**src/rtl/bfsp_pkg.sv**
```systemverilog
// shared types, constants and codes for the shortest path block
// no dependencies; bfsp_ctrl, bfsp_datapath and the top level import this package
`timescale 1ns / 1ps

package bfsp_pkg;

   // field widths fixed by the interface
   localparam int NODE_W     = 4;
   localparam int COUNT_W    = 5;
   localparam int WEIGHT_W   = 16;
   localparam int DIST_W     = 32;
   localparam int STATUS_W   = 2;
   localparam int NODE_LIMIT = 2 ** NODE_W;

   // default sizing
   localparam int MAX_NODES_DEF = 16;

   // largest distance, reported for unreachable vertices
   localparam logic signed [DIST_W-1:0] INT_MAX = 32'sh7FFF_FFFF;

   // result status codes
   localparam logic [STATUS_W-1:0] STATUS_OK        = 2'd0;
   localparam logic [STATUS_W-1:0] STATUS_NEG_CYCLE = 2'd1;
   localparam logic [STATUS_W-1:0] STATUS_BAD_SRC   = 2'd2;

   // configuration port
   localparam int CSR_IDX_W  = 1;
   localparam int CSR_DATA_W = COUNT_W;
   localparam logic [CSR_IDX_W-1:0] REG_NODE_COUNT  = 1'd0;
   localparam logic [CSR_IDX_W-1:0] REG_SOURCE_NODE = 1'd1;
   localparam logic [COUNT_W-1:0]   NODE_COUNT_RST  = 5'd16;
   localparam logic [NODE_W-1:0]    SOURCE_NODE_RST = 4'd0;

   // one edge entry transaction
   typedef struct packed {
      logic [NODE_W-1:0]          row_index;
      logic [NODE_W-1:0]          column_index;
      logic signed [WEIGHT_W-1:0] edge_weight;
      logic                       last_entry;
   } req_type;

   // one result transaction
   typedef struct packed {
      logic [NODE_W-1:0]        vertex;
      logic signed [DIST_W-1:0] distance;
      logic                     reachable;
      logic [STATUS_W-1:0]      status;
      logic                     last_result;
   } rsp_type;

   // controller to datapath commands
   typedef struct packed {
      logic                store;
      logic                init;
      logic                load_row;
      logic                issue;
      logic                check;
      logic                emit;
      logic                emit_status;
      logic [STATUS_W-1:0] status;
      logic [NODE_W-1:0]   row;
      logic [NODE_W-1:0]   col;
      logic [NODE_W-1:0]   vertex;
      logic                last_result;
      logic [NODE_W-1:0]   source;
   } cmd_type;

   // datapath to controller status
   typedef struct packed {
      logic found;
      logic out_free;
   } stat_type;

endpackage

```
**src/rtl/bfsp_ctrl.sv**
```systemverilog
// sequencer: configuration registers, pass/row/column counters, run control
// depends on bfsp_pkg
`timescale 1ns / 1ps

module bfsp_ctrl #(
   parameter int MAX_NODES = bfsp_pkg::MAX_NODES_DEF
) (
   input  logic                                clock,
   input  logic                                reset,
   input  logic                                req_valid,
   output logic                                req_ready,
   input  logic                                req_last,
   input  logic                                csr_wr_en,
   input  logic [bfsp_pkg::CSR_IDX_W-1:0]      csr_index,
   input  logic [bfsp_pkg::CSR_DATA_W-1:0]     csr_wr_data,
   input  bfsp_pkg::stat_type                  stat,
   output bfsp_pkg::cmd_type                   cmd
);
   import bfsp_pkg::*;

   localparam int LIMIT_NODES = (MAX_NODES < NODE_LIMIT) ? MAX_NODES : NODE_LIMIT;
   localparam int IDX_W       = $clog2(LIMIT_NODES);

   typedef enum logic [7:0] {
      S_IDLE   = 8'b0000_0001,
      S_INIT   = 8'b0000_0010,
      S_ROW    = 8'b0000_0100,
      S_COL    = 8'b0000_1000,
      S_GAP    = 8'b0001_0000,
      S_DECIDE = 8'b0010_0000,
      S_EMIT   = 8'b0100_0000,
      S_STATUS = 8'b1000_0000
   } state_type;

   state_type           state_ff, state_in;
   logic [IDX_W-1:0]    i_ff, i_in;
   logic [IDX_W-1:0]    j_ff, j_in;
   logic [IDX_W-1:0]    v_ff, v_in;
   logic [COUNT_W-1:0]  pass_ff, pass_in;
   logic                check_ff, check_in;
   logic [STATUS_W-1:0] status_ff, status_in;
   logic [COUNT_W-1:0]  node_count_ff;
   logic [NODE_W-1:0]   source_ff;

   logic [COUNT_W-1:0]  n_eff;
   logic [COUNT_W-1:0]  n_last;
   logic                src_ok;
   logic                i_last, j_last, v_last;

   // effective vertex count and range checks
   assign n_eff  = (node_count_ff > COUNT_W'(LIMIT_NODES)) ? COUNT_W'(LIMIT_NODES)
                                                           : node_count_ff;
   assign n_last = n_eff - COUNT_W'(1);
   assign src_ok = COUNT_W'(source_ff) < n_eff;
   assign i_last = COUNT_W'(i_ff) == n_last;
   assign j_last = COUNT_W'(j_ff) == n_last;
   assign v_last = COUNT_W'(v_ff) == n_last;

   // configuration registers
   always_ff @(posedge clock) begin
      if (reset) begin
         node_count_ff <= NODE_COUNT_RST;
         source_ff     <= SOURCE_NODE_RST;
      end else if (csr_wr_en) begin
         case (csr_index)
            REG_NODE_COUNT:  node_count_ff <= csr_wr_data;
            REG_SOURCE_NODE: source_ff     <= csr_wr_data[NODE_W-1:0];
            default: ;
         endcase
      end
   end

   // next state and commands
   always_comb begin
      state_in  = state_ff;
      i_in      = i_ff;
      j_in      = j_ff;
      v_in      = v_ff;
      pass_in   = pass_ff;
      check_in  = check_ff;
      status_in = status_ff;
      req_ready = 1'b0;

      cmd             = '0;
      cmd.check       = check_ff;
      cmd.row         = NODE_W'(i_ff);
      cmd.col         = NODE_W'(j_ff);
      cmd.vertex      = NODE_W'(v_ff);
      cmd.last_result = v_last;
      cmd.status      = status_ff;
      cmd.source      = source_ff;

      case (state_ff)
         S_IDLE: begin
            req_ready = 1'b1;
            if (req_valid) begin
               cmd.store = 1'b1;
               if (req_last) begin
                  if (src_ok) begin
                     state_in = S_INIT;
                  end else begin
                     status_in = STATUS_BAD_SRC;
                     state_in  = S_STATUS;
                  end
               end
            end
         end
         S_INIT: begin
            cmd.init = 1'b1;
            i_in     = '0;
            pass_in  = '0;
            check_in = (n_last == '0);
            state_in = S_ROW;
         end
         // latch the row distance and fetch the first column
         S_ROW: begin
            cmd.load_row = 1'b1;
            cmd.issue    = 1'b1;
            cmd.col      = '0;
            j_in         = IDX_W'(1);
            state_in     = (n_last == '0) ? S_GAP : S_COL;
         end
         S_COL: begin
            cmd.issue = 1'b1;
            j_in      = j_ff + IDX_W'(1);
            if (j_last) begin
               state_in = S_GAP;
            end
         end
         // last column of the row retires here
         S_GAP: begin
            if (i_last) begin
               i_in = '0;
               if (check_ff) begin
                  state_in = S_DECIDE;
               end else begin
                  if (pass_ff + COUNT_W'(1) == n_last) begin
                     check_in = 1'b1;
                  end
                  pass_in  = pass_ff + COUNT_W'(1);
                  state_in = S_ROW;
               end
            end else begin
               i_in     = i_ff + IDX_W'(1);
               state_in = S_ROW;
            end
         end
         S_DECIDE: begin
            v_in = '0;
            if (stat.found) begin
               status_in = STATUS_NEG_CYCLE;
               state_in  = S_STATUS;
            end else begin
               state_in = S_EMIT;
            end
         end
         S_EMIT: begin
            if (stat.out_free) begin
               cmd.emit = 1'b1;
               v_in     = v_ff + IDX_W'(1);
               if (v_last) begin
                  state_in = S_IDLE;
               end
            end
         end
         S_STATUS: begin
            if (stat.out_free) begin
               cmd.emit_status = 1'b1;
               state_in        = S_IDLE;
            end
         end
         default: begin
            state_in = S_IDLE;
         end
      endcase
   end

   // state and counter registers
   always_ff @(posedge clock) begin
      if (reset) begin
         state_ff <= S_IDLE;
      end else begin
         state_ff <= state_in;
      end
   end

   always_ff @(posedge clock) begin
      i_ff      <= i_in;
      j_ff      <= j_in;
      v_ff      <= v_in;
      pass_ff   <= pass_in;
      check_ff  <= check_in;
      status_ff <= status_in;
   end

   // a result is only produced into a free output register
   a_emit_free: assert property (@(posedge clock) disable iff (reset)
      (cmd.emit || cmd.emit_status) |-> stat.out_free)
      else $error("result produced while output register busy");

   // no new entry is taken while a run is in progress
   a_busy_no_req: assert property (@(posedge clock) disable iff (reset)
      (state_ff != S_IDLE) |-> !req_ready)
      else $error("entry accepted during a run");

endmodule

```
**config.mk**
```make
export PLATFORM = sky130hd
export DESIGN_NAME = bfsp_ctrl
export DESIGN_NICKNAME = d
export VERILOG_FILES = /design/src/rtl/bfsp_pkg.sv /design/src/rtl/bfsp_ctrl.sv
export SDC_FILE = /design/constraint.sdc
export NUM_CORES = 1
export LEC_CHECK = 0
export BUFFER_PORTS_ARGS = -buffer_cell sky130_fd_sc_hd__buf_4
export CAP_MARGIN = 0
export CORE_ASPECT_RATIO = 0.75
export CORE_MARGIN = 2
export CORE_UTILIZATION = 51
export DETAILED_ROUTE_END_ITERATION = 16
export PLACE_DENSITY_LB_ADDON = 0.05
export SYNTH_ARGS = -nofsm -noshare
export SYNTH_HDL_FRONTEND = slang
export SYNTH_SLANG_ARGS = --single-unit
```
**constraint.sdc**
```tcl
create_clock -name clock -period 2.52 [get_ports clock]
set_input_delay 0.252 -clock clock [delete_from_list [all_inputs] [get_ports clock]]
set_output_delay 0.252 -clock clock [all_outputs]
set_load 0.005 [all_outputs]
```
Word-level counts from Yosys, hierarchy flattened
Index checks and enable logic that the tools add are counted.
Word-level totals
  bits in registers: 37
  logic and storage cells: 92
  output and inout port bits: 27
Operators by class
  reductions and logical operators: 13
  mux-type cells: 40
  bitwise gates (word level): 1
  equal/unequal tests: 22
  $lt $le $gt $ge: 2
  $add $sub $neg: 5
Operators with widths (number)
  8-bit 2-to-1 mux: 9
  8-bit case mux with 8 select lines: 1
  4-bit case mux with 2 select lines: 3
  5-bit 2-to-1 mux: 4
  2-bit inequality test, second input constant: 10
  4-bit by 5-bit == test with 1-bit output: 3
  4-bit by 1-bit adder with 4-bit output, second input constant: 3
  1-bit 2-to-1 mux: 12
  4-bit 2-to-1 mux: 3
  5-bit case mux with 2 select lines: 1
  8-bit by 1-bit == test with 1-bit output, second input constant: 1
  8-bit by 2-bit == test with 1-bit output, second input constant: 1
  8-bit by 3-bit == test with 1-bit output, second input constant: 1
  8-bit by 4-bit == test with 1-bit output, second input constant: 1
  8-bit by 5-bit == test with 1-bit output, second input constant: 1
  8-bit by 6-bit == test with 1-bit output, second input constant: 1
  8-bit by 7-bit == test with 1-bit output, second input constant: 1
  8-bit == test, second input constant: 1
  2-bit 2-to-1 mux: 4
  2-bit AND reduction: 4
  2-bit nonzero test: 4
  6-bit 2-to-1 mux: 1
  6-bit AND reduction: 1
  5-bit by 1-bit adder with 5-bit output, second input constant: 1
  other kinds (11): 11

Depth between registers and ports, before layout
  word-level depth: 8
  mapped depth: 10
  gate-level depth less buffers: 10

Worst setup path after synthesis
OpenSTA, ideal clock, no wires.
  path type: register -> register
  start: reg node_count_ff[4]
  end: reg pass_ff[0], enable pin
  arrival time: 1836 ps
  setup time: 262 ps
  slack: 422 ps
  stages on the path, launching flop included: 10
  buffers on the path: 0
  cells stage by stage: dfxtp_1 inv_2 nand2_1 ha_1 or4b_1 o21ai_1 nor3_1 nand3_1 o21ai_0 and2_1
On the way
  cells in the longest elaborated chain, start to end: 6
RTL lines
  from (decl): line bfsp_ctrl.sv:42  | logic [COUNT_W-1:0] node_count_ff;
  from (signal assigned): line bfsp_ctrl.sv:66  | REG_NODE_COUNT: node_count_ff <= csr_wr_data;
  5-bit > comparator: line bfsp_ctrl.sv:51  | assign n_eff = (node_count_ff > COUNT_W'(LIMIT_NODES)) ? COUNT_W'(LIMIT_NODES)
  5-bit 2-to-1 mux (*): line bfsp_ctrl.sv:51
  5-bit by 1-bit subtractor with 5-bit output (*): line bfsp_ctrl.sv:53  | assign n_last = n_eff - COUNT_W'(1);
  4-bit by 5-bit == test with 1-bit output (*): line bfsp_ctrl.sv:55  | assign i_last = COUNT_W'(i_ff) == n_last;
  2-bit inequality test (no source line) (*)
  3-bit AND reduction (no source line) (*)
  to (signal assigned): line bfsp_ctrl.sv:191  | pass_ff <= pass_in;
  to (decl): line bfsp_ctrl.sv:39  | logic [COUNT_W-1:0] pass_ff, pass_in;
Mark *: on every way between the ends. The rest lies on a longest branch, timed or not.
A chain may end at the register's enable or synchronous reset.

==> results.toml <==
[status]
status = "complete, no violations"

[global_route]
overflow = 0
track_usage_pct = 20.05
grt_max_degree = 16
grt_pass1_vias = 1527
grt_pass1_wl_um = 7148
antenna_found_initial = 0

[cts]
cts_sinks = 37
root_buffer = "clkbuf_8"
cts-resized-gates = 0
cts_tree = "done"
htree_num_levels = 2
clockBufferDepth = 2
cts_hold_buf = 0
clk_latency_ps = 290
clk_pin_slew_ps = 70
numCtsBuffers = 5
cts_setup_buffers = 0

[setup_path]
critPathArrivalTime_ps = 2130
crit_type = "flip-flop to output pin"
reg2reg_slack_ps = 250
endpoint_kind = "output pin"
timing.rr.start = "node_count_ff[4]$_SDFFE_PP1P_"
path_delay_family = "simple AND/OR/NAND/NOR gates"
r2r_cells = 9
worst_ep_required_time_ps = 2270
slowest_stage = "or4b_1"
path_buf_inv = 2
r2r-end = "pass_ff[0]$_SDFFCE_PN0P_"
max_stage_delay_ps = 460
cp_max_fo = 6
crit_chain = "inv_2 -> nand2_1 -> ha_2 -> or4b_1 -> o21ai_2 -> nor3_1 -> and3_1 -> buf_4"
start_kind = "flip-flop"

[sta]
slew_violations = 0
finalCritPeriodShare_pct = 94.38
fmax_ghz = 0.4205
maxSlewHeadroom_pct = 62.55
setup_tns_ps = 0
rsz0062_at_grt = "false"
tightest_slew_ps = 560.5
fin_crit_ps = 2378
fin_worst_skew_ps = 6.418
finalSetupViolations = 0
worst_slack_ps = 141.7
hold_violations = 0

[power_and_ir_drop]
power.total_mw = 1.169
vdd_drop_max_uv = 292.7
p_leak_nw = 0.9923
power_per_cell_area_nw_per_um2 = 458.2

[yosys]
ys_seq_area_share_pct = 44.42
async_reset_ff_share_pct = 0
yosys_most_used_dff = "edfxtp_1"
synth_edf_count = 20
synthCells = 219
ys_types = 44
ys_top_cells_by_count = "nor2_1 (29), nand2_1 (21), edfxtp_1 (20)"
ys_top_cells_by_area = "edfxtp_1 (28%), dfxtp_1 (16%), xnor2_1 (5.8%), ha_1 (5.3%), nor2_1 (5.1%)"
synth_area_sq_um = 2118
synth_top_area_cell = "edfxtp_1"
yosysMostFrequentCell = "nor2_1"
yosys_register_bits = 37
avgSynthCellArea_sq_um = 9.673
syn_nets = 241
synth_top_area_share_pct = 28.35
synth_warnings = 0

[die]
die_x_um = 78.42
core_sq_um = 4029
die_y_um = 59.82
rows = 20
initial_core_util_pct = 52.58
die-area_sq_um = 4690
ioPinCount = 40

[worst_hold_path]
min_to = "node_count_ff[3]$_SDFFE_PP0P_"
hold_path_class = "primary input to flip-flop"
min_from = "csr_wr_data[3]"
whs_path_depth = 3

[cells_and_area]
final_net_count = 282
drive_gt1_share_pct = 22.99
stdcell_count = 316
insertedDiodeCount = 0
nFillCells = 341
area_growth_pct = 20.38
finalInstanceArea_sq_um = 2550

[place]
hpwl_um = 3421
gp_congestion = 0.7956
dp_slack_ps = 142.7
port-buffer-count = 39
place_area_sq_um = 2461
dp.cells = 308

[detailed_routing]
wl_um = 4406
drt_iter0_markers = 80
drc = 0
vias_per_cell = 5.241
dr.pass1.iters = 4
vias = 1656
wl_per_cell_um = 13.94
ant_nets = 0

[run]
maxCapViolations = 0
## area by class of cell
cell class | instances | area [sq um] | share of cell area, %
Timing Repair Buffer | 41 | 307.8 | 12.07
Sequential cell | 37 | 940.9 | 36.90
Multi-Input combinational cell | 168 | 1124 | 44.06
Clock buffer | 6 | 72.57 | 2.846
Clock inverter | 2 | 10.01 | 0.3925
Tap cell | 55 | 68.82 | 2.699
Inverter | 7 | 26.28 | 1.030
## stage by stage
stage          utilization [%]  hold slack (ps)
3_5_place_dp             61.09            479.9
2_1_floorplan                -            321.1
3_3_place_gp             61.09            474.0
6_report                 63.29            205.1
5_1_grt                  63.29            218.2
4_1_cts                  63.14            204.0
## kinds of logic after synthesis
group,synth area share [%]
flip-flops,44.42
AND/OR/NAND/NOR,26.58
buffers and inverters,2.834
adder cells (fa/ha/maj),5.316
AO/OA/AOI/OAI,7.442
XOR/XNOR,11.52
multiplexers,1.890
## cells in the final DEF, fill, tap and decap left out, types with 2 or more instances in the layout
master	n
dfxtp_1	17
nand2b_1	2
nand4b_1	3
edfxtp_1	20
and3_1	3
nand2_1	21
nor3_1	5
inv_1	5
o21ai_2	2
buf_4	41
ha_1	8
nand3_1	10
xnor2_1	14
o21a_1	2
nor4_4	2
nand3b_1	2
clkinv_2	2
nand4_1	4
or4_1	2
clkbuf_8	5
o21ai_0	5
a21oi_1	10
nor3b_1	3
nor2_1	29
mux2i_1	4
xor2_1	12
and2_1	10
## layer usage
layer	GRT usage [%]	wire length, um	vias up
met5	0	0	-
met4	6.767	36	0
met3	4.230	220	5
met2	31.90	1805	41
met1	27.66	2344	765
li1	-	-	845
## flip-flops by register name, summed over array words and instances (netlist names)
signal / count
state_ff: 8
node_count_ff: 5
pass_ff: 5
i_ff: 4
j_ff: 4
source_ff: 4
v_ff: 4
status_ff: 2
check_ff: 1
## worst max path at each step
| stage | startpoint | end | cells after the start |
|---|---|---|---|
| final | node_count_ff[4]$_SDFFE_PP1P_ | cmd[4] | 8 |
| after floorplan | node_count_ff[4]$_SDFFE_PP1P_ | pass_ff[0]$_SDFFCE_PN0P_ | 9 |
| after CTS | node_count_ff[4]$_SDFFE_PP1P_ | cmd[4] | 8 |
| after global placement | node_count_ff[4]$_SDFFE_PP1P_ | pass_ff[4]$_SDFFCE_PN0P_ | 9 |
| after global routing | node_count_ff[4]$_SDFFE_PP1P_ | cmd[4] | 8 |
| after detailed placement | node_count_ff[4]$_SDFFE_PP1P_ | pass_ff[1]$_SDFFCE_PN0P_ | 9 |
## power breakdown
part | total, mW | switching [mW] | leakage (nW) | internal (mW)
clock network | 0.396 | 0.204 | 0.0450 | 0.191
logic | 0.118 | 0.0582 | 0.646 | 0.0598
registers | 0.655 | 0.0135 | 0.302 | 0.641
## tightest hold or removal path: cells and delay by family
family / cells / cell delay (ps)
buffers and inverters: 1 / 90
AND/OR/NAND/NOR: 1 / 70
multiplexers: 1 / 50
Note: power is estimated with default switching activity, not from simulation.
