[config.mk]
export PLATFORM = sky130hd
export DESIGN_NAME = bfsp_datapath
export DESIGN_NICKNAME = d
export VERILOG_FILES = /design/src/rtl/bfsp_pkg.sv /design/src/rtl/bfsp_ram.sv /design/src/rtl/bfsp_datapath.sv
export SDC_FILE = /design/constraint.sdc
export NUM_CORES = 2
export LEC_CHECK = 0
export BUFFER_PORTS_ARGS = -buffer_cell sky130_fd_sc_hd__buf_2
export CAP_MARGIN = 10
export CORE_MARGIN = 3
export CORE_UTILIZATION = 30
export CTS_BUF_LIST = sky130_fd_sc_hd__clkbuf_4 sky130_fd_sc_hd__clkbuf_8
export CTS_CLUSTER_SIZE = 10
export DETAILED_ROUTE_END_ITERATION = 10
export HOLD_SLACK_MARGIN = 0.1
export PLACE_DENSITY = 0.43
export SYNTH_ARGS = -nofsm -noshare
export SYNTH_HDL_FRONTEND = slang
export SYNTH_MEMORY_MAX_BITS = 65536
export SYNTH_SLANG_ARGS = --single-unit
export TNS_END_PERCENT = 5
[constraint.sdc]
create_clock -name clock -period 13.5 [get_ports clock]
set_input_delay 4.05 -clock clock [delete_from_list [all_inputs] [get_ports clock]]
set_output_delay 4.05 -clock clock [all_outputs]
set_load 0.02 [all_outputs]
[src/rtl/bfsp_pkg.sv]
// shared types, constants and codes for the shortest path block
// no dependencies; bfsp_ctrl, bfsp_datapath and the top level import this package
`timescale 1ns / 1ps

package bfsp_pkg;

   // field widths fixed by the interface
   localparam int NODE_W     = 4;
   localparam int COUNT_W    = 5;
   localparam int WEIGHT_W   = 16;
   localparam int DIST_W     = 32;
   localparam int STATUS_W   = 2;
   localparam int NODE_LIMIT = 2 ** NODE_W;

   // default sizing
   localparam int MAX_NODES_DEF = 16;

   // largest distance, reported for unreachable vertices
   localparam logic signed [DIST_W-1:0] INT_MAX = 32'sh7FFF_FFFF;

   // result status codes
   localparam logic [STATUS_W-1:0] STATUS_OK        = 2'd0;
   localparam logic [STATUS_W-1:0] STATUS_NEG_CYCLE = 2'd1;
   localparam logic [STATUS_W-1:0] STATUS_BAD_SRC   = 2'd2;

   // configuration port
   localparam int CSR_IDX_W  = 1;
   localparam int CSR_DATA_W = COUNT_W;
   localparam logic [CSR_IDX_W-1:0] REG_NODE_COUNT  = 1'd0;
   localparam logic [CSR_IDX_W-1:0] REG_SOURCE_NODE = 1'd1;
   localparam logic [COUNT_W-1:0]   NODE_COUNT_RST  = 5'd16;
   localparam logic [NODE_W-1:0]    SOURCE_NODE_RST = 4'd0;

   // one edge entry transaction
   typedef struct packed {
      logic [NODE_W-1:0]          row_index;
      logic [NODE_W-1:0]          column_index;
      logic signed [WEIGHT_W-1:0] edge_weight;
      logic                       last_entry;
   } req_type;

   // one result transaction
   typedef struct packed {
      logic [NODE_W-1:0]        vertex;
      logic signed [DIST_W-1:0] distance;
      logic                     reachable;
      logic [STATUS_W-1:0]      status;
      logic                     last_result;
   } rsp_type;

   // controller to datapath commands
   typedef struct packed {
      logic                store;
      logic                init;
      logic                load_row;
      logic                issue;
      logic                check;
      logic                emit;
      logic                emit_status;
      logic [STATUS_W-1:0] status;
      logic [NODE_W-1:0]   row;
      logic [NODE_W-1:0]   col;
      logic [NODE_W-1:0]   vertex;
      logic                last_result;
      logic [NODE_W-1:0]   source;
   } cmd_type;

   // datapath to controller status
   typedef struct packed {
      logic found;
      logic out_free;
   } stat_type;

endpackage

[src/rtl/bfsp_ram.sv]
// generic simple dual port ram, one write and one registered read port
// no dependencies
`timescale 1ns / 1ps

module bfsp_ram #(
   parameter int WIDTH = 16,
   parameter int DEPTH = 256
) (
   input  logic                     clock,
   input  logic                     wr_en,
   input  logic [$clog2(DEPTH)-1:0] wr_addr,
   input  logic [WIDTH-1:0]         wr_data,
   input  logic                     rd_en,
   input  logic [$clog2(DEPTH)-1:0] rd_addr,
   output logic [WIDTH-1:0]         rd_data
);

   logic [WIDTH-1:0] mem_ff [DEPTH];
   logic [WIDTH-1:0] rd_data_ff;

   // write port
   always_ff @(posedge clock) begin
      if (wr_en) begin
         mem_ff[wr_addr] <= wr_data;
      end
   end

   // registered read port
   always_ff @(posedge clock) begin
      if (rd_en) begin
         rd_data_ff <= mem_ff[rd_addr];
      end
   end

   assign rd_data = rd_data_ff;

endmodule

[src/rtl/bfsp_datapath.sv]
// datapath: weight matrix memory, distance table, relaxation stage, output register
// depends on bfsp_pkg and bfsp_ram
`timescale 1ns / 1ps

module bfsp_datapath #(
   parameter int MAX_NODES = bfsp_pkg::MAX_NODES_DEF
) (
   input  logic                clock,
   input  logic                reset,
   input  bfsp_pkg::cmd_type   cmd,
   input  bfsp_pkg::req_type   req_data,
   input  logic                rsp_ready,
   output logic                rsp_valid,
   output bfsp_pkg::rsp_type   rsp_data,
   output bfsp_pkg::stat_type  stat
);
   import bfsp_pkg::*;

   localparam int LIMIT_NODES = (MAX_NODES < NODE_LIMIT) ? MAX_NODES : NODE_LIMIT;
   localparam int IDX_W       = $clog2(LIMIT_NODES);
   localparam int RAM_DEPTH   = MAX_NODES * MAX_NODES;
   localparam int ADDR_W      = $clog2(RAM_DEPTH);

   logic                     wr_en;
   logic [ADDR_W-1:0]        wr_addr;
   logic [ADDR_W-1:0]        rd_addr;
   logic [WEIGHT_W-1:0]      ram_rdata;

   logic signed [DIST_W-1:0] dist_ff [LIMIT_NODES];
   logic [LIMIT_NODES-1:0]   reach_ff;
   logic signed [DIST_W-1:0] cur_dist_ff;
   logic                     cur_reach_ff;
   logic [IDX_W-1:0]         row_ff;
   logic                     s1_valid_ff;
   logic                     s1_check_ff;
   logic [IDX_W-1:0]         s1_col_ff;
   logic                     found_ff;
   logic                     rsp_valid_ff;
   rsp_type                  rsp_ff;

   logic [IDX_W-1:0]         rd_idx;
   logic signed [DIST_W-1:0] tbl_dist;
   logic                     tbl_reach;
   logic signed [WEIGHT_W-1:0] s1_weight;
   logic signed [DIST_W-1:0] sum;
   logic                     relax;
   logic [IDX_W-1:0]         src_idx;

   // matrix storage, entries outside the matrix are dropped
   assign wr_en   = cmd.store && (int'(req_data.row_index) < MAX_NODES)
                              && (int'(req_data.column_index) < MAX_NODES);
   assign wr_addr = ADDR_W'(int'(req_data.row_index) * MAX_NODES
                            + int'(req_data.column_index));
   assign rd_addr = ADDR_W'(int'(cmd.row[IDX_W-1:0]) * MAX_NODES
                            + int'(cmd.col[IDX_W-1:0]));

   bfsp_ram #(
      .WIDTH (WEIGHT_W),
      .DEPTH (RAM_DEPTH)
   ) u_matrix (
      .clock   (clock),
      .wr_en   (wr_en),
      .wr_addr (wr_addr),
      .wr_data (req_data.edge_weight),
      .rd_en   (cmd.issue),
      .rd_addr (rd_addr),
      .rd_data (ram_rdata)
   );

   // single table read port shared by row load, relaxation and output
   always_comb begin
      if (cmd.load_row) begin
         rd_idx = cmd.row[IDX_W-1:0];
      end else if (cmd.emit) begin
         rd_idx = cmd.vertex[IDX_W-1:0];
      end else begin
         rd_idx = s1_col_ff;
      end
   end

   assign tbl_dist  = dist_ff[rd_idx];
   assign tbl_reach = reach_ff[rd_idx];
   assign src_idx   = cmd.source[IDX_W-1:0];

   // relaxation of one edge entry
   assign s1_weight = ram_rdata;
   assign sum       = cur_dist_ff + DIST_W'(s1_weight);
   assign relax     = s1_valid_ff && (s1_weight != '0) && cur_reach_ff
                      && (!tbl_reach || (sum < tbl_dist));

   // pipeline control registers
   always_ff @(posedge clock) begin
      if (reset) begin
         s1_valid_ff <= 1'b0;
      end else begin
         s1_valid_ff <= cmd.issue;
      end
   end

   always_ff @(posedge clock) begin
      s1_check_ff <= cmd.check;
      s1_col_ff   <= cmd.col[IDX_W-1:0];
   end

   // negative cycle flag
   always_ff @(posedge clock) begin
      if (reset || cmd.init) begin
         found_ff <= 1'b0;
      end else if (relax && s1_check_ff) begin
         found_ff <= 1'b1;
      end
   end

   // reachable bits, cleared by reset and at run start
   always_ff @(posedge clock) begin
      if (reset) begin
         reach_ff <= '0;
      end else if (cmd.init) begin
         reach_ff <= LIMIT_NODES'(1) << src_idx;
      end else if (relax && !s1_check_ff) begin
         reach_ff[s1_col_ff] <= 1'b1;
      end
   end

   // distances and current row copy, self loop updates the copy too
   always_ff @(posedge clock) begin
      if (cmd.init) begin
         dist_ff[src_idx] <= '0;
      end else if (relax && !s1_check_ff) begin
         dist_ff[s1_col_ff] <= sum;
      end
      if (cmd.load_row) begin
         row_ff       <= cmd.row[IDX_W-1:0];
         cur_dist_ff  <= tbl_dist;
         cur_reach_ff <= tbl_reach;
      end else if (relax && !s1_check_ff && (s1_col_ff == row_ff)) begin
         cur_dist_ff <= sum;
      end
   end

   // output register
   always_ff @(posedge clock) begin
      if (reset) begin
         rsp_valid_ff <= 1'b0;
      end else if (cmd.emit || cmd.emit_status) begin
         rsp_valid_ff <= 1'b1;
      end else if (rsp_ready) begin
         rsp_valid_ff <= 1'b0;
      end
   end

   always_ff @(posedge clock) begin
      if (cmd.emit) begin
         rsp_ff.vertex      <= cmd.vertex;
         rsp_ff.distance    <= tbl_reach ? tbl_dist : INT_MAX;
         rsp_ff.reachable   <= tbl_reach;
         rsp_ff.status      <= STATUS_OK;
         rsp_ff.last_result <= cmd.last_result;
      end else if (cmd.emit_status) begin
         rsp_ff.vertex      <= '0;
         rsp_ff.distance    <= '0;
         rsp_ff.reachable   <= 1'b0;
         rsp_ff.status      <= cmd.status;
         rsp_ff.last_result <= 1'b1;
      end
   end

   assign rsp_valid     = rsp_valid_ff;
   assign rsp_data      = rsp_ff;
   assign stat.found    = found_ff;
   assign stat.out_free = !rsp_valid_ff || rsp_ready;

   // the table read port is never claimed twice
   a_read_port: assert property (@(posedge clock) disable iff (reset)
      s1_valid_ff |-> !(cmd.load_row || cmd.emit || cmd.emit_status))
      else $error("distance table read port conflict");

   // relaxation passes never raise the negative cycle flag
   a_found_check: assert property (@(posedge clock) disable iff (reset)
      (s1_valid_ff && !s1_check_ff) |=> (found_ff == $past(found_ff)))
      else $error("cycle flag changed outside checking pass");

   // a run starts with only the source reachable
   a_init_reach: assert property (@(posedge clock) disable iff (reset)
      cmd.init |=> ($countones(reach_ff) == 1))
      else $error("reachable set wrong after run start");

endmodule

# Yosys cells after proc, flatten, opt, wreduce, memory -nomap -nowiden
# Memory sizes are Yosys's and may differ from the RTL's. A register that Yosys moved wholly into a read port is not among the register bits.
# Index checks and enable logic that the tools add are counted.
[op_classes]
add_sub_neg = 3
order_cmp = 4
n_eq_ne = 1
n_shift = 1
mux = 25
n_bitwise = 1
reduce_logical = 20
[ops]
columns = ["op", "count"]
rows = [
  ["32-bit two-way mux", 4],
  ["40-bit two-way mux", 2],
  ["32-bit by 16-bit adder with 32-bit output", 1],
  ["32-bit less-than comparator", 1],
  ["16-bit two-way mux", 2],
  ["32-bit OR reduction", 1],
  ["8-bit by 4-bit adder with 8-bit output", 2],
  ["16-bit bitwise OR", 1],
  ["16-bit nonzero test", 1],
  ["1-bit by 4-bit left shift with 16-bit output (first input constant)", 1],
  ["1-bit two-way mux", 12],
  ["4-bit two-way mux", 3],
  ["4-bit by 5-bit less-than comparator with 1-bit output (second input constant)", 2],
  ["2-bit nonzero test", 4],
  ["1-bit logical AND", 7],
  ["1-bit binary-select mux with 4-bit select", 1],
  ["1-bit demux with 4-bit select", 1],
  ["4-bit equality test", 1],
  ["4-bit by 1-bit >= comparator with 1-bit output (second input constant)", 1],
  ["1-bit logical OR", 4],
  ["1-bit logical NOT", 3],
]
[totals]
regBits = 101
ram_bits = 4608
output_inout_bits = 43
wordCells = 71
n_memories = 2
[memory_table]
columns = ["name", "depth", "width", "read_ports", "rd_ports_with_merged_regs", "write_ports", "line", "rtl"]
rows = [
  ["u_matrix.mem_ff", 256, 16, 1, 1, 1, "bfsp_ram.sv:18", "logic [WIDTH-1:0] mem_ff [DEPTH];"],
  ["dist_ff", 16, 32, 1, 0, 1, "bfsp_datapath.sv:29", "logic signed [DIST_W-1:0] dist_ff [LIMIT_NODES];"],
]

# Depth between registers and ports, before layout
[logic_depth]
word_depth = 13
depth_mapped = 22
mapped_depth_nobuf = 21

# Hierarchy
# Synthesis repeated with hierarchy kept, for this count alone.
[unflattened]
cells_unflattened = 9023
area_unflattened_um2 = 185432.8
[modules_own_cells]
columns = ["module", "n_inst", "cells_per_inst", "area_per_inst_um2", "seq_area_each_um2"]
rows = [
  ["bfsp_ram", 1, 7360, 158874.9, 123478.4],
  ["bfsp_datapath", 1, 1663, 26558.0, 18147.4],
]

# Worst setup path before layout
# Ideal clock, no wire load.
[synth_timing]
path_kind = "in2reg"
startpoint = "input port cmd[20] (netlist bit)"
endpoint = "memory dist_ff[12][0] (enable)"
setup_ps = 511
t_arrival_ps = 11777
t_required_ps = 12989
setup_slack_ps = 1212
stages = 21
n_path_buf = 5
cell_sequence = "buf_6 mux2i_1 o21ai_2 buf_2 buf_2 buf_2 mux4_2 mux2i_1 a21oi_1 inv_1 ha_1 a2111oi_0 o21ai_0 and2_1 a2111oi_0 and4b_1 o21ai_1 a41o_1 nand2b_1 clkbuf_1 o41ai_1"
[synth_between]
elab_chain_cells = 13
word_cells_on_any_way = 16
cone_classes = "1 x order compare; 9 x mux; 5 x reduce/logical; 1 x memory"
[synth_lines]
columns = ["item", "line", "rtl"]
rows = [
  ["start: declaration", "bfsp_datapath.sv:10", "input bfsp_pkg::cmd_type cmd,"],
  ["4-bit two-way mux (*)", "bfsp_datapath.sv:74", "end else if (cmd.emit) begin"],
  ["4-bit two-way mux (*)", "bfsp_datapath.sv:72", "if (cmd.load_row) begin"],
  ["parallel branches: the longest is 3 deep, another holds memory 16 x 32 bit", "-", ""],
  ["1-bit logical OR (*)", "bfsp_datapath.sv:89", "&& (!tbl_reach || (sum < tbl_dist));"],
  ["1-bit logical AND (*)", "bfsp_datapath.sv:89", ""],
  ["1-bit logical AND (*)", "bfsp_datapath.sv:129", "end else if (relax && !s1_check_ff) begin"],
  ["1-bit two-way mux (*)", "bfsp_datapath.sv:129", ""],
  ["1-bit two-way mux (*)", "bfsp_datapath.sv:127", "if (cmd.init) begin"],
  ["1-bit two-way mux (implied by the code) (*)", "bfsp_datapath.sv:130", "dist_ff[s1_col_ff] <= sum;"],
  ["32-bit OR reduction (no line)", "-", ""],
  ["4-bit two-way mux (no line) / 1-bit two-way mux (equally long branches)", "-", ""],
  ["end: declaration", "bfsp_datapath.sv:29", ""],
]
# Every way passes the cells marked *. The select of a mux whose other input is x is not followed.

# Final worst setup path
[layout_timing]
startpoint = "input port cmd[20] (netlist bit)"
endpoint = "memory dist_ff[10][30] (enable)"
# The elaborated chain is that of the path after synthesis.

==> reports/results.tsv <==
metric	value	unit
crit_buf_inv	5	
whs_path_depth	2	
synth_top_cell_by_area	edfxtp_1	
worst-setup-path-type	input pin to flip-flop	
ys_async_sr_fraction	0	
fp.dieW	788	microns
grt_pass1_wl	730000	microns
core_region_area	608000	sq um
status	finished clean	
skew	0.0934	ns
drc	0	
layout-drive-gt1-share	0.361	
hold_violations	0	
die_area	621000	sq um
drtPass1Iterations	5	
syn_avg_cell_area	23.5	sq um
worst_slew_pin_slew	1.22	ns
setup_ws	3.11	ns
max_cap_viol_count	0	
cts_resized	0	
cp_slowest_cell	or4_1	
p_switching	7.43	mW
postCtsSetupBuffers	0	
critPathMaxFanout	33	
yosys.area.top_type_share	0.769	
regToRegStartpoint	u_matrix.rd_data[0]	
hp-start	reach_ff[3]	
rsz0062_at_grt	false	
rr_worst_depth	20	
powerDensity	146	nW/um^2
ioPinCount	97	
ant_nets	0	
wl	525000	microns
cts.sinks	4725	
finalCriticalPeriod	10.39	ns
reg2reg_slack	4.97	ns
switching_share	0.240	
cts_tree	yes	
critPathCaptureType	flip-flop	
crit_top_cell	buf_4	
gp_congestion	0.785	
nNetsFinal	8787	
grt_max_degree	175	
fill_cells	56186	
internal_power	23.5	mW
worstPathRequired	14.37	ns
die_h	788	microns
synth_most_common_cell	edfxtp_1	
crit_chain	buf_2, buf_4, mux2_1, o21ai_4, buf_4, nand2_1, and3_1, a21oi_1, inv_1, ha_1, a2111oi_0, o21ai_0, and2_1, a2111oi_0, and4b_1, o21ai_1, a41o_1, or4_1, nand2_2, buf_4	
synth_edf_count	4699	
hold_buffers	0	
netlist_area	183000	sq um
vias	85860	
multiInputGateArea	40500	sq um
finalSetupTns	0	ns
synth_cell_types	69	
worstSetupStartpointType	input pin	
slew_violations	0	
finalCritPeriodShare	0.770	
p_leak	65.6	nW
synth_seq_cells	4725	
wl_per_cell	30.2	microns
initial_core_util	0.302	
grt-ovfl-total	0	
cts_htree_levels	6	
cpLargestDelayFamily	compound AO/OA/AOI/OAI gates	
placedInstanceArea	196000	sq um
synth_nets	7933	
p_comb_frac	0.076	
pre_cts_ws	1.79	ns
arrival	11.26	ns
cts_root_buf	clkbuf_8	
portBuffers	95	
clock_latency	1.33	ns
rows	286	
track_usage	0.166	
max_stage_delay	0.61	ns
clk_path_buf_depth	4	
hp-class	flip-flop to flip-flop	
power_frac_clock	0.398	
ys.flop_type	edfxtp_1	
ys_warn_count	0	
r2r-end	dist_ff[10][30]	
min_to	reach_ff[3]	
ir_drop	0.106	mV
first_global_vias	91019	
setup_viol	0	
design_area	212000	sq um
cts.reportedPaths.clkPinSlew	0.06	ns
relSlewSlack	0.178	
dr.first_iter.drc_count	8380	
register_area	142000	sq um
fmax	0.0962	GHz
via_per_inst	4.94	
syn_inst	7816	
fin_hold_ws	0.484	ns
yosys-top-cells-area	edfxtp_1 77%, mux4_2 18%, nor2_1 0.68%, clkbuf_1 0.55%, ha_1 0.42%	
pwr-share-seq	0.525	
seq_area_frac_synth	0.772	
numCtsBuffers	799	
dp_hpwl	302000	microns
antenna_found_initial	74	
area_delta_synth_final	15.4	%
synth_common_cells	4699 x edfxtp_1, 1484 x mux4_2, 332 x nor2_1	
-- layout make-up --
type | instances | share of cell area
repair buffers | 483 | 0.0185
flip-flops and latches | 4725 | 0.669
well taps | 8064 | 0.0477
clock buffers | 1057 | 0.0613
inverters | 79 | 0.00140
diodes | 44 | 0.000520
multi-input cells | 2582 | 0.191
clock inverters | 345 | 0.0103
-- worst max-delay path by stage --
| stage | from | end | cells after the start |
|---|---|---|---|
| floorplan | cmd[20] | dist_ff[12][0] | 21 |
| global placement | cmd[20] | dist_ff[8][3] | 21 |
| detailed placement | cmd[20] | dist_ff[10][27] | 20 |
| CTS | cmd[20] | dist_ff[8][15] | 21 |
| global route | cmd[20] | dist_ff[8][15] | 21 |
| finish | cmd[20] | dist_ff[10][30] | 20 |
-- kinds of logic (layout without fill, tap and decap cells) --
group / Yosys count / in the layout / synth area share
compound gates: 295 / 295 / 0.0103
simple gates: 652 / 652 / 0.0154
other cells: 0 / 44 / 0
mux: 1539 / 1539 / 0.185
xor+xnor: 33 / 33 / 0.00158
fa+ha+maj: 63 / 63 / 0.00434
flops: 4725 / 4725 / 0.772
buf+inv: 509 / 1964 / 0.0111
-- tightest hold or removal path, cell delays in order, from the launching register on --
cell and delay, ns:
dfxtp_1 0.33, inv_1 0.05, a211oi_1 0.06
-- registers in the layout, summed over array words and instances (netlist names) --
register	count
rsp_valid	1
row_ff	4
reach_ff	16
s1_check_ff	1
rsp_data	40
found_ff	1
s1_col_ff	4
s1_valid_ff	1
u_matrix.rd_data	16
cur_reach_ff	1
cur_dist_ff	32
u_matrix.mem_ff	4096
dist_ff	512
-- through the flow --
step	std cells	power [mW]	utilization
floorplan	7816	17.9	-
global placement	15929	19.0	0.323
detailed placement	15930	19.0	0.323
CTS	17332	31.5	0.348
global route	17352	32.2	0.348
finish	17379	31.0	0.348
-- power groups by stage --
stage	Clock (mW)	Combinational, mW	Sequential [mW]
after floorplan	0	1.29	16.6
after global placement	0	2.40	16.6
after detailed placement	0	2.41	16.6
after CTS	12.8	2.42	16.3
after global routing	13.4	2.53	16.3
final	12.3	2.36	16.3
-- layer usage --
| metal | track usage | share of wire | routed length [microns] | vias to the layer above |
|---|---|---|---|---|
| li1 | - | - | - | 35303 |
| met1 | 0.227 | 0.43 | 227000 | 47250 |
| met2 | 0.272 | 0.49 | 256000 | 2602 |
| met3 | 0.0301 | 0.056 | 29400 | 695 |
| met4 | 0.0428 | 0.023 | 12200 | 10 |
| met5 | 0 | 0.00013 | 67 | - |
-- cell usage in the layout, fill, tap and decap left out, drive strengths merged, types with 62 or more instances in the layout --
cell / Yosys / final
a21oi: 84 / 84
buf: 160 / 482
clkbuf: 270 / 1058
clkinv: 1 / 294
edfxtp: 4699 / 4699
ha: 62 / 62
inv: 78 / 109
mux4: 1484 / 1484
nand2: 155 / 155
nor2: 332 / 332
o21ai: 66 / 66
No activity file was read; power rests on OpenSTA's default activity.
